[config.mk]
export PLATFORM = sky130hd
export DESIGN_NAME = frc_sqrt_cell
export DESIGN_NICKNAME = d
export VERILOG_FILES = /design/src/design/frc_sqrt_cell.sv
export SDC_FILE = /design/constraint.sdc
export NUM_CORES = 1
export LEC_CHECK = 0
export BUFFER_PORTS_ARGS = -buffer_cell sky130_fd_sc_hd__buf_2
export CORE_ASPECT_RATIO = 1.4
export CORE_MARGIN = 5
export CORE_UTILIZATION = 45
export CTS_CLUSTER_DIAMETER = 60
export DETAILED_ROUTE_END_ITERATION = 6
export PLACE_DENSITY = 0.89
export REMOVE_ABC_BUFFERS = 1
export SLEW_MARGIN = 0
export SYNTH_ARGS = -nofsm -noshare
export SYNTH_HDL_FRONTEND = slang
export SYNTH_SLANG_ARGS = --single-unit
[constraint.sdc]
create_clock -name clk -period 3 [get_ports clk]
set_clock_uncertainty 0.15 [all_clocks]
set_input_delay 0.6 -clock clk [delete_from_list [all_inputs] [get_ports clk]]
set_output_delay 0.6 -clock clk [all_outputs]
set_load 0.01 [all_outputs]
[src/design/frc_sqrt_cell.sv]
// One digit-by-digit square root cell that yields one root bit.
`default_nettype none
module frc_sqrt_cell #(
  parameter int RW = 33,
  parameter int NW = 62,
  parameter int QW = 31,
  parameter type side_t = logic
) (
  input  wire logic          clk,
  input  wire logic          en,
  input  wire logic [RW-1:0] rem_i,
  input  wire logic [NW-1:0] num_i,
  input  wire logic [QW-1:0] root_i,
  input  wire side_t         side_i,
  output logic [RW-1:0]      rem_o,
  output logic [NW-1:0]      num_o,
  output logic [QW-1:0]      root_o,
  output side_t              side_o
);
  logic [RW+1:0] t, trial;
  logic          ge;
  logic [RW-1:0] rem_r;
  logic [NW-1:0] num_r;
  logic [QW-1:0] root_r;
  side_t         side_r;

  assign t     = {rem_i, num_i[NW-1:NW-2]};
  assign trial = (RW+2)'({root_i, 2'b01});
  assign ge    = t >= trial;

  always_ff @(posedge clk) begin
    if (en) begin
      rem_r  <= ge ? RW'(t - trial) : RW'(t);
      num_r  <= num_i << 2;
      root_r <= {root_i[QW-2:0], ge};
      side_r <= side_i;
    end
  end

  assign rem_o  = rem_r;
  assign num_o  = num_r;
  assign root_o = root_r;
  assign side_o = side_r;
endmodule
`default_nettype wire

==> results.toml <==
[pwr]
p_sw_share_pct = 26.99
internal-power_uw = 3948
combPwrFrac_pct = 21.8
peakVddDrop_v = 0.0003189
p_per_area_nw_per_um2 = 589.6
p_clk_share_pct = 38.0
power_leakage_uw = 0.004160
switchingPower_uw = 1460
share_seq_of_total_power_pct = 40.2

[cts]
cts.sinks = 125
cts_setup_buffers = 0
cts_max_level = 4
cts_buffers = 17
clk_pin_slew_worst_paths_ns = 0.06
ctsHoldBuffers = 0
cts.root.buffer_cell = "clkbuf_16"
tritoncts = "done"
clockBufferDepth = 2

[timing]
final.setup.tns_ns = 0
hold_slack_ns = 0.2108
rsz0062_at_grt = "no"
relSlewSlack_pct = 60.76
fmax_mhz = 351.7
setup_viol = 0
min_period_ns = 2.843
final_max_slew_viol_count = 0
final-hold-violation-count = 0
post-route-period-util_pct = 94.77
worstMarginPinSlew_ns = 0.5738

[yosys]
synth_seq_cells = 125
netlist_instances = 514
synth_edf_count = 125
yosysSeqAreaShare_pct = 57.56
netlist_area_um2 = 6521
synthFlopType = "edfxtp_1"
post_synth.cell_area_avg_um2 = 12.69
async_flop_share_pct = 0
yosysUniqueCellTypes = 60
yosysWarningCount = 0

[floorplan]
die_w_um = 111.7
die_h_um = 152.4
start_util_pct = 45.35
io-pin-count = 256
rows = 52
die_area_um2 = 17030
core_um2 = 14380

[routing]
drc_errors = 0
vias = 5415
wl_um = 17970
wl_per_cell_um = 16.92
first_pass_iters = 4
drt_iter0_drc = 352
antenna_left = 0
vias_per_cell = 5.099

[placement]
io_buffers = 253
gp_congestion = 0.9025
dp_hpwl_um = 14310

[critical_path]
path_class = "in2reg"
worstPathMaxFanout = 26
crit_required_ns = 3.01
cp-start-kind = "input pin"
crit_path_end_kind = "flop"
crit_arrival_ns = 2.85

[global_routing]
grt_pass1_wl_um = 28460
grt_remaining_overflow = 0
antenna_found_initial = 0
grt_max_degree = 56
grt_pass1_vias = 5706
grt.total_usage_pct = 20.97

[finish]
layout_common_cells = "buf_2, edfxtp_1, buf_4"
layout_commonest_cell = "buf_2"
finalNetCount = 1022
drive_gt1_share_pct = 46.85
syn2layout_area_growth_pct = 40.66
antenna_cells = 0

[flow_run]
cap_violations = 0

[hold_path]
hp-class = "in2reg"

[status]
status = "finished, final reports clean"
-- cell usage after synthesis, drive strengths merged (2+ instances only) --
cell type	instances	share of area, %
nand4	7	0.77
nor3	11	0.84
and2	2	0.19
o31a	2	0.27
a21oi	41	3.5
nand2	30	1.7
xnor2	22	3.0
o31ai	6	0.69
o2111ai	3	0.50
a211o	4	0.56
o211ai	11	1.3
nand3	12	0.92
a2111oi	3	0.40
nor2	27	1.6
o21bai	5	0.58
a21boi	2	0.23
mux2i	4	0.61
edfxtp	125	58
nor2b	2	0.19
xor2	2	0.27
and3	4	0.38
buf	12	1.9
inv	51	3.1
ha	33	6.3
o21ai	23	1.8
nand2b	6	0.58
a21o	4	0.46
a221oi	3	0.40
o21a	8	1.0
mux2	24	5.2
a211oi	5	0.65
clkbuf	2	0.12
nor4	5	0.48
a31oi	2	0.19
-- area by class of cell --
type / instances / area (µm²)
clock buffers: 18 / 429.2
clock inverters: 14 / 160.2
fillers: 1146 / 5206
inverters: 51 / 203.9
multi-input cells: 325 / 2442
flip-flops and latches: 125 / 3754
well taps: 189 / 236.5
repair buffers: 340 / 1947
-- worst max-delay path, cell delays in order --
cell and delay, ns:
buf_2 0.11, inv_1 0.06, ha_1 0.36, nand4_1 0.18, nor2_1 0.19, nand3_1 0.13, o2111ai_2 0.25, a41oi_4 0.16
o21a_4 0.27, inv_12 0.16, mux2_2 0.36
-- timing repair --
item                                    4_1_cts  5_1_grt
endpoints found under the setup margin        0        1
gates resized for setup                       0        1
hold endpoints to repair                      0        0
-- state kept, by name, summed over array words and instances, names as in the netlist --
name	flops
side_o	1
rem_o	33
num_o	60
root_o	31
-- logic make-up after synthesis --
| group | Yosys count | share of synthesized area (%) |
|---|---|---|
| adders and majority gates | 33 | 6.332 |
| xor gates and xnor gates | 24 | 3.223 |
| other | 1 | 0.05750 |
| buffers and inverters | 65 | 5.123 |
| muxes | 28 | 5.794 |
| and+or+nand+nor | 111 | 8.327 |
| DFF | 125 | 57.56 |
| AOI/OAI and AO/OA | 127 | 13.58 |
-- metrics by stage --
step	std cells	total power, µW	utilization, %	worst slack (ns)	area [µm²]
floorplan	501	2828	-	-0.08295	6395
global placement	1030	3358	59.66	-0.2001	8578
detailed placement	1030	3386	59.66	-0.2621	8578
CTS	1062	5449	63.76	0.1594	9168
global route	1062	5657	63.79	0.03566	9173
finish	1062	5408	63.79	0.1570	9173
-- power by group through the flow --
stage	logic, µW	clock network, µW	registers [µW]
6_report	1180	2060	2180
5_1_grt	1280	2180	2190
4_1_cts	1180	2090	2180
3_5_place_dp	1170	0	2210
3_3_place_gp	1150	0	2210
2_1_floorplan	511	0	2320
-- path summary, 6_finish.rpt --
check	startpoint	slack, ns	cells past startpoint	endpoint
hold / removal	num_i[46]	0.21	1	num_o[48]$_DFFE_PP_
setup / recovery	root_i[15]	0.16	11	rem_o[7]$_DFFE_PP_
-- routing by layer --
metal	share of wire [%]	up-vias	global-route usage [%]
li1	-	2630	-
met1	38	2492	23.24
met2	52	251	38.14
met3	7.3	42	5.364
met4	2.7	0	8.058
met5	0	-	0
Power figures use the tool's default switching activity.
