===== src/design/frc_div_cell.sv =====
// One restoring-division cell that yields one quotient bit.
`default_nettype none
module frc_div_cell #(
  parameter int DW = 16,
  parameter int NW = 34,
  parameter int QW = 34,
  parameter type side_t = logic
) (
  input  wire logic          clk,
  input  wire logic          en,
  input  wire logic [DW-1:0] den_i,
  input  wire logic [DW-1:0] rem_i,
  input  wire logic [NW-1:0] num_i,
  input  wire logic [QW-1:0] q_i,
  input  wire side_t         side_i,
  output logic [DW-1:0]      den_o,
  output logic [DW-1:0]      rem_o,
  output logic [NW-1:0]      num_o,
  output logic [QW-1:0]      q_o,
  output side_t              side_o
);
  logic [DW:0]   t;
  logic          ge;
  logic [DW-1:0] den_r, rem_r;
  logic [NW-1:0] num_r;
  logic [QW-1:0] q_r;
  side_t         side_r;

  assign t  = {rem_i, num_i[NW-1]};
  assign ge = t >= {1'b0, den_i};

  always_ff @(posedge clk) begin
    if (en) begin
      den_r  <= den_i;
      rem_r  <= ge ? DW'(t - {1'b0, den_i}) : t[DW-1:0];
      num_r  <= num_i << 1;
      q_r    <= {q_i[QW-2:0], ge};
      side_r <= side_i;
    end
  end

  assign den_o  = den_r;
  assign rem_o  = rem_r;
  assign num_o  = num_r;
  assign q_o    = q_r;
  assign side_o = side_r;
endmodule
`default_nettype wire


===== config.mk =====
export PLATFORM = sky130hd
export DESIGN_NAME = frc_div_cell
export DESIGN_NICKNAME = d
export VERILOG_FILES = /design/src/design/frc_div_cell.sv
export SDC_FILE = /design/constraint.sdc
export NUM_CORES = 1
export LEC_CHECK = 0
export BUFFER_PORTS_ARGS = -buffer_cell sky130_fd_sc_hd__buf_2
export CAP_MARGIN = 20
export CORE_ASPECT_RATIO = 1.2
export CORE_MARGIN = 4
export CORE_UTILIZATION = 49
export DETAILED_ROUTE_END_ITERATION = 12
export HOLD_SLACK_MARGIN = 0.12
export PLACE_DENSITY = 0.84
export SLEW_MARGIN = 20
export SYNTH_ARGS = -nofsm -noshare
export SYNTH_HDL_FRONTEND = slang
export SYNTH_SLANG_ARGS = --single-unit

===== constraint.sdc =====
create_clock -name clk -period 6 [get_ports clk]
set_input_delay 1.5 -clock clk [delete_from_list [all_inputs] [get_ports clk]]
set_output_delay 1.5 -clock clk [all_outputs]
set_load 0.02 [all_outputs]

==> flow_metrics.env <==
export IMPL_status="finished, final reports clean"
export IMPL_maxUsedRoutingLayer="met5"
export IMPL_power_density_nw_per_um2=296
export IMPL_cts_sinks=100
export IMPL_syn_avg_cell_area_um2=16.2
export IMPL_synth_enable_flop_cells=100
export IMPL_setup_viol=0
export IMPL_wl_met2_um=5380
export IMPL_die_y_um=109
export IMPL_hold_viol=0
export IMPL_syn_nets=377
export IMPL_h_tree_depth=3
export IMPL_grt_ovfl_total=0
export IMPL_finalSetupTns_ns=0
export IMPL_die_w_um=92.1
export IMPL_antenna_found_initial=1
export IMPL_grt_pass1_wl_um=15300
export IMPL_rsz0062_at_grt="false"
export IMPL_min_period_over_period_pct=63.4
export IMPL_clockBufferDepth=2
export IMPL_diodes=0
export IMPL_core_area_um2=8200
export IMPL_slew_viol_final=0
export IMPL_cap_viol_max_count=0
export IMPL_io_buffers=201
export IMPL_drive_gt1_share_pct=49.8
export IMPL_syn_to_final_growth_pct=31.7
export IMPL_most_common_layout_cells="200 x buf_2, 100 x edfxtp_1, 22 x inv_1"
export IMPL_cts_buffers_inserted=9
export IMPL_rows=36
export IMPL_drtIter0Drc=90
export IMPL_synth_cell_type_count=40
export IMPL_leakage_nw=2.43
export IMPL_met1_length_um=3690
export IMPL_postSynth_asyncResetShare_pct=0
export IMPL_critical_path_max_fanout=17
export IMPL_fin_crit_ns=3.80
export IMPL_ant_nets=0
export IMPL_start_util_pct=50.7
export IMPL_wl_met3_um=993
export IMPL_synth_area_um2=4160
export IMPL_min_path_type="in -> reg"
export IMPL_syn_instance_count=257
export IMPL_routedWlPerCell_um=17.6
export IMPL_dp_slack_ns=1.82
export IMPL_relSlewSlack_pct=49.6
export IMPL_max_vdd_ir_drop_uv=107
export IMPL_dr_total_vias=2943
export IMPL_worst_ep_arrival_time_ns=3.92
export IMPL_fin_ws_ns=2.20
export IMPL_cts_hold_buf=0
export IMPL_synth_flop_cell="edfxtp_1"
export IMPL_min_from="q_i[32]"
export IMPL_worst_pin_slew_ns=0.757
export IMPL_cp_data_required_time_ns=6.12
export IMPL_clock_fmax_ghz=0.263
export IMPL_power_total_mw=1.62
export IMPL_clk_pin_slew_worst_paths_ns=0.10
export IMPL_die_area_um2=10000
export IMPL_ys_seq_area_share_pct=72.2
export IMPL_routed_via_density=5.04
export IMPL_ioPinCount=204
export IMPL_end_kind="register"
export IMPL_cts_tree="yes"
export IMPL_layout_commonest_cell="buf_2"
export IMPL_clockRootBuffer="clkbuf_8"
export IMPL_yosys_warnings=0
export IMPL_dpl_hpwl_um=8200
export IMPL_grt_pass1_vias=2912
export IMPL_worstSetupStartpoint="den_i[5]"
export IMPL_cts_setup_buffers=0
export IMPL_place_gp_congestion=0.826
export IMPL_cts_resized=0
export IMPL_totalWireLength_um=10300
export IMPL_dr_pass1_iters=4
export IMPL_grt_usage_pct=20.4
export IMPL_start_kind="input pin"
export IMPL_drcViolationCount=0
export IMPL_crit_type="in -> reg"
export IMPL_grt_max_degree=62
export IMPL_ys_seq_elements=100
export IMPL_finalNetCount=585
-- registers in the layout, summed over array words and instances, names as in the netlist --
name	cells
rem_o	16
den_o	16
q_o	34
side_o	1
num_o	33
-- Yosys cell counts (all sizes together) (2+ instances only) --
cell	count	area (µm²)
nor2	12	45.0
a21o	7	52.6
inv	22	82.6
o21ai	13	68.8
a211oi	5	37.5
o31a	2	17.5
nand2	8	30.0
ha	16	200
xor2	3	26.3
mux2	13	169
o21a	3	22.5
mux2i	2	20.0
a21boi	2	15.0
o211ai	2	20.0
xnor2	6	52.6
nand3	3	15.0
nor2b	3	18.8
buf	4	33.8
edfxtp	100	3000
a21oi	14	70.1
nand4	3	25.0
-- metal layers --
layer | track usage [%] | vias up
li1 | - | 1387
met1 | 22.3 | 1392
met2 | 36.0 | 140
met3 | 6.97 | 22
met4 | 8.81 | 2
met5 | 0 | -
-- cell type report --
class / instances / area [µm²]
Clock buffer: 9 / 124
Inverter: 22 / 82.6
Sequential cell: 100 / 3000
Multi-Input combinational cell: 130 / 1030
Fill cell: 633 / 2720
Timing Repair Buffer: 202 / 1020
Clock inverter: 7 / 75.1
Tap cell: 114 / 143
-- report_power, final --
part           switching [mW]  internal, mW
registers              0.0144         0.843
logic                   0.200         0.127
clock network           0.240         0.196
total                   0.454          1.17
-- worst max-delay path, cell delays in order --
cell	delay (ns)
buf_2	0.09
inv_1	0.04
ha_1	0.37
o21ai_0	0.32
o211ai_1	0.17
o21ai_2	0.22
o211ai_2	0.14
a31oi_4	0.65
mux2_2	0.41
-- cells by family (layout without fill, tap and decap cells) --
| family | count (synthesis) | in the layout | synth area share [%] |
|---|---|---|---|
| buffers and inverters | 27 | 240 | 2.92 |
| multiplexers | 15 | 15 | 4.54 |
| adder cells (fa/ha/maj) | 17 | 17 | 5.29 |
| AND/OR/NAND/NOR | 33 | 33 | 3.97 |
| other | 1 | 1 | 0.0902 |
| flip-flops | 100 | 100 | 72.2 |
| AO/OA/AOI/OAI | 55 | 55 | 9.09 |
| XOR/XNOR | 9 | 9 | 1.90 |
-- path summary, 6_finish.rpt --
kind                   end  slack (ns)  cells past startpoint
setup / recovery  rem_o[3]        2.20                      9
hold / removal     q_o[33]        1.31                      1
-- stage by stage --
stage	cell area (µm²)	std cells	util [%]	hold slack (ns)
final	5480	584	66.8	1.31
after global routing	5480	584	66.8	1.28
after CTS	5480	584	66.8	1.29
after detailed placement	5280	568	64.4	1.68
after global placement	5280	568	64.4	1.68
after floorplan	4160	257	-	1.60
Note: power is estimated with default switching activity, not from simulation.
