==> config.mk <==
export PLATFORM = sky130hd
export DESIGN_NAME = frc_cordic_cell
export DESIGN_NICKNAME = d
export VERILOG_FILES = /design/src/design/frc_pkg.sv /design/src/design/frc_cordic_cell.sv
export SDC_FILE = /design/constraint.sdc
export NUM_CORES = 1
export LEC_CHECK = 0
export BUFFER_PORTS_ARGS = -buffer_cell sky130_fd_sc_hd__buf_2
export CAP_MARGIN = 5
export CELL_PAD_IN_SITES_DETAIL_PLACEMENT = 1
export CELL_PAD_IN_SITES_GLOBAL_PLACEMENT = 2
export CORE_MARGIN = 5
export CORE_UTILIZATION = 30
export CTS_CLUSTER_DIAMETER = 150
export DETAILED_ROUTE_END_ITERATION = 8
export PLACE_DENSITY_LB_ADDON = 0.1
export RECOVER_POWER = 25
export SYNTH_ARGS = -nofsm -noshare
export SYNTH_HDL_FRONTEND = slang
export SYNTH_SLANG_ARGS = --single-unit
export TNS_END_PERCENT = 20
==> constraint.sdc <==
create_clock -name clk -period 2.3 [get_ports clk]
set_clock_uncertainty 0.05 [all_clocks]
set_input_delay 0 -clock clk [delete_from_list [all_inputs] [get_ports clk]]
set_output_delay 0 -clock clk [all_outputs]
set_load 0.1 [all_outputs]
==> src/design/frc_pkg.sv <==
// Shared widths, constants and tables of the Fresnel reflectance unit.
`default_nettype none
package frc_pkg;

  localparam int IDX_W = 16;
  localparam int ANG_W = 15;
  localparam int REF_W = 16;
  localparam int CX_W  = 34;
  localparam int CZ_W  = 33;
  localparam int UNIT_W = 31;

  localparam int TRIG_ITER_DEFAULT = 16;
  localparam int TRIG_ITER_MAX     = 24;

  localparam int DIV_S_STEPS = 34;
  localparam int SQRT_STEPS  = 31;
  localparam int RDIV_STEPS  = 31;

  localparam logic [IDX_W-1:0] MIN_INDEX   = 16'd4096;
  localparam logic [ANG_W-1:0] HALF_PI_Q14 = 15'd25736;
  localparam logic [REF_W-1:0] ONE_Q15     = 16'd32768;
  localparam logic [UNIT_W-1:0] ONE_Q30    = 31'h4000_0000;
  localparam logic [CX_W-1:0] CORDIC_GAIN  = 34'd652032874;

  localparam logic [CZ_W-1:0] ATAN_TAB [0:TRIG_ITER_MAX-1] = '{
    33'd843314856, 33'd497837829, 33'd263043836, 33'd133525158, 33'd67021686,
    33'd33543515, 33'd16775850, 33'd8388437, 33'd4194282, 33'd2097149,
    33'd1048575, 33'd524287, 33'd262143, 33'd131071, 33'd65535, 33'd32767,
    33'd16383, 33'd8191, 33'd4095, 33'd2047, 33'd1023, 33'd511, 33'd255,
    33'd127
  };

  typedef struct packed {
    logic [ANG_W-1:0] transmit_angle;
    logic [REF_W-1:0] refl_s;
    logic [REF_W-1:0] refl_p;
    logic [REF_W-1:0] refl_mean;
    logic [REF_W-1:0] trans_s;
    logic [REF_W-1:0] trans_p;
    logic             total_reflection;
  } result_t;

endpackage
`default_nettype wire

==> src/design/frc_cordic_cell.sv <==
// One CORDIC micro-rotation cell, in rotation or vectoring mode.
`default_nettype none
module frc_cordic_cell #(
  parameter int SHIFT = 0,
  parameter logic [frc_pkg::CZ_W-1:0] ATAN = '0,
  parameter bit VECTOR = 1'b0,
  parameter type side_t = logic
) (
  input  wire logic                              clk,
  input  wire logic                              en,
  input  wire logic signed [frc_pkg::CX_W-1:0]   x_i,
  input  wire logic signed [frc_pkg::CX_W-1:0]   y_i,
  input  wire logic signed [frc_pkg::CZ_W-1:0]   z_i,
  input  wire side_t                             side_i,
  output logic signed [frc_pkg::CX_W-1:0]        x_o,
  output logic signed [frc_pkg::CX_W-1:0]        y_o,
  output logic signed [frc_pkg::CZ_W-1:0]        z_o,
  output side_t                                  side_o
);
  import frc_pkg::*;

  logic signed [CX_W-1:0] xs, ys, x_r, y_r;
  logic signed [CZ_W-1:0] z_r;
  side_t                  side_r;
  logic                   up;

  assign xs = x_i >>> SHIFT;
  assign ys = y_i >>> SHIFT;
  assign up = VECTOR ? y_i[CX_W-1] : !z_i[CZ_W-1];

  always_ff @(posedge clk) begin
    if (en) begin
      x_r    <= up ? x_i - ys : x_i + ys;
      y_r    <= up ? y_i + xs : y_i - xs;
      z_r    <= up ? z_i - $signed(ATAN) : z_i + $signed(ATAN);
      side_r <= side_i;
    end
  end

  assign x_o    = x_r;
  assign y_o    = y_r;
  assign z_o    = z_r;
  assign side_o = side_r;
endmodule
`default_nettype wire

==> results.yml, run 1 <==
status:
  outcome: "finished, violations left"
  violations: "max-capacitance violations, max-slew violations"
logic_synthesis:
  yosysWarnings: 0
  synthCells: 1042
  ys_seq_elements: 101
  async_flop_share_pct: 0
  syn_nets: 1249
  syn_area_sq_um: 9229
  synth.avg_cell_area_sq_um: 8.857
  yosysMostFrequentCell: "a21oi_1"
  synth_ff_type: "edfxtp_1"
  synthDistinctLibCells: 84
  synth_edf_count: 101
  synth.top_cell.area_share_pct: 32.86
  synth_top_area_cell: "edfxtp_1"
  ys_seq_area_share_pct: 32.86
  synth.area.top_cells: "edfxtp_1 (33%), ha_1 (14%), a21oi_1 (6.0%)"
  yosys-top-cells-count: "a21oi_1 (111), inv_1 (110), edfxtp_1 (101)"
timing:
  rsz0062_at_grt: "yes"
  finalHoldViolCount: 0
  drv_slew: 30
  worst_slew_pin_slew_ps: 2031
  max_clock_freq_mhz: 441.8
  slew_headroom_pct: -35.41
  period_share_pct: 98.41
  post-route-min-period_ps: 2263
  whs_ps: 38.61
  setup_viol: 0
route:
  route.met2.wl_um: 18950
  dr_wl_met3_um: 1947
  finalWirelength_um: 39190
  wl_per_cell_um: 19.70
  num_vias: 9858
  post_drt_via_cell_ratio: 4.956
  wl_met1_um: 17460
  initialDrtViolationCount: 442
  drc: 0
  firstDrtPassIters: 5
  drt.antenna.violating_nets: 0
  top_layer: "met4"
global_route:
  overflow: 0
  grt_max_degree: 79
  grt_pass1_vias: 10635
  grt_usage_pct: 22.07
  grt_antenna_before_repair: 0
  grt_pass1_wl_um: 58930
power:
  powerDensity_nw_per_um2: 643.6
  power_mw: 9.188
  peakVddDrop_uv: 360.7
  leakage_nw: 6.499
floorplanning:
  io_pins: 206
  die_area_sq_um: 34370
  die_width_um: 185.4
  die_h_um: 185.4
  initial_utilization_pct: 30.25
  fp-row-count: 64
  core_area_sq_um: 30510
setup_path:
  cp_max_fo: 4
  worstPathRequired_ps: 2390
  end_kind: "flip-flop"
  cp-start-kind: "input port"
  critPathKind: "input port to flip-flop"
  crit_arrival_ps: 2350
placement:
  dp_hpwl_um: 31340
  dp.cells: 1930
  dpl_cell_area_sq_um: 13070
  port_buffers: 205
  place.gp.congestion: 0.8660
cts:
  cts_buffers: 9
  clock_path_buffers: 2
  cts_tree: "built"
  path_clk_slew_ps: 90
  cts-root-buf: "clkbuf_16"
  numClockSinks: 101
  htreeDepth: 3
finish:
  drive_gt1_share_pct: 41.87
  fillCellCount: 3609
  stdcell_area_sq_um: 14270
  instances_no_fill: 1989
  diodes: 0
  syn_to_final_growth_pct: 54.68
  finish.utilization_pct: 46.79
  nets: 1795
min_path:
  hold_depth: 3
  hold_class: "input port to flip-flop"
job:
  max-cap-violations: 1
-- power breakdown --
| group | internal (mW) | total [mW] | switching [mW] |
|---|---|---|---|
| clock | 0.854 | 1.68 | 0.830 |
| combinational | 1.57 | 5.07 | 3.49 |
| sequential | 2.37 | 2.44 | 0.0726 |
-- metrics by stage --
| step | TNS (ps) | setup slack [ps] |
|---|---|---|
| 4_1_cts | -143.2 | -54.74 |
| 5_1_grt | -443.6 | -54.90 |
| 6_report | 0 | 36.52 |
| 3_3_place_gp | -17600 | -667.4 |
| 3_5_place_dp | -19380 | -661.5 |
| 2_1_floorplan | 0 | 3.733 |
-- final timing paths --
| path | start | end | slack (ps) |
|---|---|---|---|
| max | x_i[0] | y_o[18]$_DFFE_PP_ | 40 |
| min | y_i[33] | x_o[33]$_DFFE_PP_ | 40 |
-- flip-flops by register name, summed over array words and instances, names as in the netlist --
name and flops:
y_o 34, x_o 33, z_o 33, side_o 1
-- layout make-up --
class                   count  area [sq um]  area share, %
flip-flops and latches    101          3033          21.25
inverters                 111         419.2          2.936
well taps                 396         495.5          3.471
repair buffers            582          3996          28.00
clock buffers               9         225.2          1.578
multi-input cells         783          6033          42.27
clock inverters             7         72.57         0.5084
-- per-layer routing --
layer / up-vias / GRT usage, %
li1: 4842 / -
met3: 48 / 3.515
met1: 4748 / 28.23
met4: 0 / 5.637
met5: - / 0
met2: 220 / 38.81
-- repair_timing --
item                       CTS  global route
gates resized for setup     29            97
setup buffers                2             8
gates cloned                 0             0
hold endpoints to repair    34             0
setup endpoints to repair   32            33
hold buffers                34             0
pin swaps                    8            36
-- layout by cell type, fill, tap and decap left out, types with 12 or more instances in the layout --
cell type      count
a211oi_1          13
a21o_1            16
a21oi_1           95
a21oi_2           15
buf_2            202
buf_4            336
dlygate4sd3_1     34
edfxtp_1         101
ha_1              85
inv_1            106
nand2_1           47
nand3_1           16
nand4_1           14
nor2_1            80
nor2b_1           12
nor3_1            23
o21a_1            13
o21ai_0           57
o21ai_1           18
o21bai_1          16
xnor2_1           53
-- worst max-delay path, stage by stage --
cell	delay, ps
buf_6	110
ha_2	200
fa_1	370
and2b_1	200
o21ai_2	200
nand3_2	150
a21oi_4	290
nor3_1	140
o21ai_0	360
a31oi_1	160
xnor2_1	170
-- logic make-up after synthesis --
kind of cell,after synthesis,synth area share (%)
XOR/XNOR,63,5.979
buffers and inverters,158,6.968
AO/OA/AOI/OAI,346,24.61
flip-flops,101,32.86
adder cells (fa/ha/maj),103,14.21
AND/OR/NAND/NOR,262,14.40
multiplexers,9,0.9762
Note: power is estimated with default switching activity, not from simulation.
==> run 2: changes to the inputs <==
BUFFER_PORTS_ARGS = not set   (was -buffer_cell sky130_fd_sc_hd__buf_2)
CORE_UTILIZATION = 35   (was 30)
DONT_BUFFER_PORTS = 1   (was not set)
MAX_ROUTING_LAYER = met4   (was not set)
==> results.yml, run 2 (synthesized netlist as in run 1, its figures left out) <==
global_route:
  overflow: 0
  grt_max_degree: 102
  grt_pass1_wl_um: 54400
  grt_usage_pct: 24.61
  grt_pass1_vias: 9251
  grt_antenna_before_repair: 0
floorplanning:
  die_width_um: 172.4
  initial_utilization_pct: 35.52
  die_h_um: 172.4
  fp-row-count: 59
  die_area_sq_um: 29710
  core_area_sq_um: 25980
  io_pins: 206
setup_path:
  cp_cell_sequence: "inv_1, ha_1, a21oi_1, o21ai_0, a221oi_1, o21ai_0, a21oi_1, buf_4, o211ai_1, o21ai_1, xnor2_1"
  critPathBufInv: 2
  crit_path_top_delay_cell: "a221oi_1"
  cp-start-kind: "input port"
  cp_top_family: "compound AO/OA/AOI/OAI gates"
  cpPeakStageDelay_ps: 460
  end_kind: "flip-flop"
  critPathKind: "input port to flip-flop"
  cp_num_cells: 11
  worstPathRequired_ps: 2360
  crit_arrival_ps: 2380
  cp_max_fo: 5
min_path:
  hold_class: "input port to flip-flop"
  hold_depth: 0
finish:
  seq_area_sq_um: 3033
  drive_gt1_share_pct: 24.60
  diodes: 0
  final_common_cell: "buf_4"
  final_cell_mix: "buf_4 (243), inv_1 (110), a21oi_1 (110)"
  nets: 1499
  multi_input_area_sq_um: 5688
  largest_reg_flops: 34
  syn_to_final_growth_pct: 31.47
  fillCellCount: 3044
placement:
  place.gp.congestion: 0.8949
  port_buffers: 0
  dp_hpwl_um: 28890
route:
  initialDrtViolationCount: 533
  wl_per_cell_um: 22.40
  drc: 0
  post_drt_via_cell_ratio: 5.348
  drt.antenna.violating_nets: 0
  firstDrtPassIters: 6
  num_vias: 8728
  finalWirelength_um: 36560
power:
  powerDensity_nw_per_um2: 700.8
  p_int_mw: 4.344
  combPwrFrac_pct: 31.3
  clkPwrFrac_pct: 19.0
  power_mw: 8.503
  pwr-share-seq_pct: 49.7
  peakVddDrop_uv: 431.2
  leakage_nw: 5.185
  swShare_pct: 48.92
  power_switching_mw: 4.160
timing:
  drv_slew: 0
  finalWorstSetupSlack_ps: -18.72
  rsz0062_at_grt: "yes"
  whs_ps: -317.4
  worst_slew_pin_slew_ps: 994.6
  finalHoldViolCount: 101
  period_share_pct: 100.8
  slew_headroom_pct: 33.83
  max_clock_freq_mhz: 431.3
  setup_tns_ps: -18.72
  setup_viol: 1
  post-route-min-period_ps: 2319
status:
  outcome: "finished, violations left"
  violations: "negative hold slack, negative setup slack"
cts:
  cts-root-buf: "clkbuf_16"
  clock_path_buffers: 2
  cts_buffers: 9
  htreeDepth: 3
  numClockSinks: 101
  cts_tree: "built"
  path_clk_slew_ps: 100
job:
  max-cap-violations: 0
==> run 2: cell types whose count changed in the layout (fill, tap and decap cells not counted), sizes merged <==
| cell | delta |
|---|---|
| dlygate4sd3 | +7 |
| buf | -302 |
| clkbuf | -1 |
| clkinv | -1 |
| inv | +1 |
| clkinvlp | +1 |
| bufinv | -1 |
==> run 2: final timing paths <==
path	startpoint	to	slack (ps)
worst max-delay path	x_i[8]	y_o[31]$_DFFE_PP_	-20
worst min-delay path	en	x_o[20]$_DFFE_PP_	-320
==> run 2: cell type report <==
cell class / instances / share of cell area [%]
clock buffer: 9 / 1.856
clock inverter: 7 / 0.5672
inverter: 111 / 3.434
multi-input combinational: 783 / 46.88
sequential: 101 / 25.00
timing repair buffer: 286 / 18.81
tap: 335 / 3.455
==> run 2: power groups by stage <==
stage	combinational, mW	clock, mW	sequential, mW
final	2.66	1.62	4.23
after global routing	2.88	1.74	4.26
after CTS	2.62	1.66	4.24
after detailed placement	2.51	0	4.28
after global placement	2.49	0	4.26
after floorplan	1.35	0	4.33
==> run 2: timing repair <==
| action | 4_1_cts | 5_1_grt |
|---|---|---|
| gates resized for setup | 3 | 32 |
| setup endpoints to repair | 10 | 26 |
| hold buffers | 40 | 2 |
| hold endpoints to repair | 168 | 105 |
| buffers inserted | 1 | 0 |
| pin swaps | 1 | 3 |
==> run 2: routing by layer <==
layer / share of wire, % / global-route usage, %
met5: 0 / -
met4: 1.7 / 5.810
met3: 5.6 / 4.138
met2: 48 / 40.66
met1: 45 / 31.66
==> run 2: metrics by stage <==
step	setup WS, ps	util (%)	instances	cell area, sq um
finish	-18.72	46.69	1632	12130
CTS	-67.43	46.17	1630	12000
global placement	-471.9	43.36	1573	11270
global route	-55.24	46.69	1632	12130
detailed placement	-461.3	43.36	1573	11270
floorplan	3.733	-	1042	9229
==> run 3: changes to the inputs <==
ABC_AREA = 1   (was not set)
CORE_UTILIZATION = 32   (was 35)
==> results.yml, run 3 <==
status:
  outcome: "finished, violations left"
  violations: "negative hold slack"
global_route:
  grt_pass1_wl_um: 65260
  overflow: 0
  grt_antenna_before_repair: 1
  grt_pass1_vias: 11104
  grt_max_degree: 102
  grt_usage_pct: 24.38
logic_synthesis:
  synth_top_area_cell: "edfxtp_1"
  synthCells: 1529
  synth_edf_count: 101
  synth_ff_type: "edfxtp_1"
  ys_seq_elements: 101
  yosys-top-cells-count: "nand2_1 (419), inv_1 (225), nand3_1 (138)"
  synthDistinctLibCells: 43
  async_flop_share_pct: 0
  syn_nets: 1736
  ys_seq_area_share_pct: 29.33
  synth.area.top_cells: "edfxtp_1 (29%), nand2_1 (15%), ha_1 (12%)"
  synth.avg_cell_area_sq_um: 6.763
  yosysMostFrequentCell: "nand2_1"
  syn_area_sq_um: 10340
  synth.top_cell.area_share_pct: 29.33
  yosysWarnings: 0
cts:
  postCtsSetupBuffers: 0
  htreeDepth: 3
  cts_hold_buf: 43
  numClockSinks: 101
  clock_path_buffers: 2
  cts_buffers: 9
  cts_tree: "built"
  path_clk_slew_ps: 100
  cts-root-buf: "clkbuf_16"
floorplanning:
  fp-row-count: 65
  initial_utilization_pct: 32.60
  io_pins: 206
  die_h_um: 189.8
  die_width_um: 189.8
  die_area_sq_um: 36010
  core_area_sq_um: 31720
timing:
  post-route-min-period_ps: 2141
  finalWorstSetupSlack_ps: 159.1
  setup_viol: 0
  finalHoldViolCount: 101
  max_clock_freq_mhz: 467.1
  drv_slew: 0
  setup_tns_ps: 0
  rsz0062_at_grt: "no"
  slew_headroom_pct: 34.02
  whs_ps: -333.2
  period_share_pct: 93.08
  worst_slew_pin_slew_ps: 991.8
power:
  powerDensity_nw_per_um2: 666.1
  peakVddDrop_uv: 352.6
  leakage_nw: 5.979
  power_mw: 8.220
min_path:
  hp-start: "en"
  hold_depth: 0
  hold_class: "input port to flip-flop"
  min_to: "x_o[24]$_DFFE_PP_"
setup_path:
  worstPathRequired_ps: 2380
  crit_arrival_ps: 2220
  critPathKind: "input port to flip-flop"
  cp-start-kind: "input port"
  cp_max_fo: 6
  end_kind: "flip-flop"
finish:
  final_common_cell: "nand2_1"
  drive_gt1_share_pct: 11.64
  syn_to_final_growth_pct: 19.35
  diodes: 0
  final_cell_mix: "nand2_1 (419), inv_1 (225), nand3_1 (138)"
  nets: 1868
  largest_reg_flops: 34
  instances_no_fill: 2068
route:
  post_drt_via_cell_ratio: 5.063
  drc: 0
  num_vias: 10470
  wl_per_cell_um: 20.96
  drt.antenna.violating_nets: 0
  finalWirelength_um: 43350
  firstDrtPassIters: 5
  initialDrtViolationCount: 505
placement:
  dp.cells: 2009
  dp_slack_ps: -117.4
  dp_hpwl_um: 35920
  port_buffers: 0
  place.gp.congestion: 0.8923
job:
  max-cap-violations: 0
## run 3: changes by cell type in the layout (fill, tap and decap cells not counted), sizes merged, moves of 54 or more
cell	change
buf	-121
inv	+121
nand2	+378
nand3	+120
nor2	+58
xnor2	-54
## run 3: worst max-delay path, stage by stage
cell,delay (ps)
inv_1,20
ha_1,410
a21oi_1,240
buf_4,150
o21ai_0,100
buf_4,160
inv_1,70
nand2_1,80
nand2_1,60
nand2_1,50
nand2_1,80
nand3_1,70
dlygate4sd3_1,570
nand3_1,90
nand2_1,60
## run 3: through the flow
stage / hold slack, ps / cell area (sq um) / utilization (%)
after detailed placement: 48.94 / 11510 / 36.30
after CTS: -343.6 / 12280 / 38.70
after global placement: 48.94 / 11510 / 36.30
after global routing: -347.8 / 12340 / 38.91
final: -333.2 / 12340 / 38.91
after floorplan: 48.87 / 10340 / -
## run 3: power breakdown
group | total (mW) | internal [mW] | switching (mW)
combinational | 2.56 | 0.939 | 1.63
clock | 1.67 | 0.786 | 0.881
sequential | 3.99 | 2.33 | 1.66
## run 3: cells by family (layout without fill, tap and decap cells)
| kind of cell | after synthesis | after routing | share of synthesized area, % |
|---|---|---|---|
| xor+xnor | 24 | 24 | 2.033 |
| simple gates | 752 | 752 | 30.57 |
| mux | 1 | 1 | 0.09681 |
| flops | 101 | 101 | 29.33 |
| buf+inv | 276 | 413 | 11.14 |
| compound gates | 272 | 272 | 14.15 |
| fa+ha+maj | 103 | 103 | 12.68 |
## run 3: area by class of cell
| cell class | instances | area [sq um] |
|---|---|---|
| Inverter | 231 | 867.1 |
| Timing Repair Buffer | 166 | 1404 |
| Sequential cell | 101 | 3033 |
| Fill cell | 4005 | 19380 |
| Multi-Input combinational cell | 1152 | 6220 |
| Clock inverter | 7 | 88.84 |
| Tap cell | 402 | 503.0 |
| Clock buffer | 9 | 225.2 |
## run 3: worst max-delay path by stage
stage          startpoint                end  slack (ps)  cells past startpoint
2_1_floorplan      x_i[0]  y_o[32]$_DFFE_PP_         520                     12
3_3_place_gp       x_i[9]  x_o[30]$_DFFE_PP_        -120                     13
3_5_place_dp       x_i[9]  x_o[30]$_DFFE_PP_        -120                     13
4_1_cts            y_i[1]  x_o[32]$_DFFE_PP_          20                     13
5_1_grt            x_i[6]  x_o[33]$_DFFE_PP_           4                     15
6_report           x_i[6]  x_o[33]$_DFFE_PP_         160                     15
## run 3: what timing repair did
| item | in CTS | in global routing |
|---|---|---|
| hold endpoints to repair | 186 | 101 |
| setup endpoints to repair | 0 | 7 |
| gates resized for setup | 0 | 22 |
## run 3: metal layers
metal	up-vias	routed length [um]	global-route usage (%)	part of all wire, %
met1	4996	20840	32.38	48
met2	215	19960	40.07	46
met3	20	2169	4.330	5.0
li1	5239	-	-	-
met5	-	0	-	0
met4	0	384	3.561	0.89
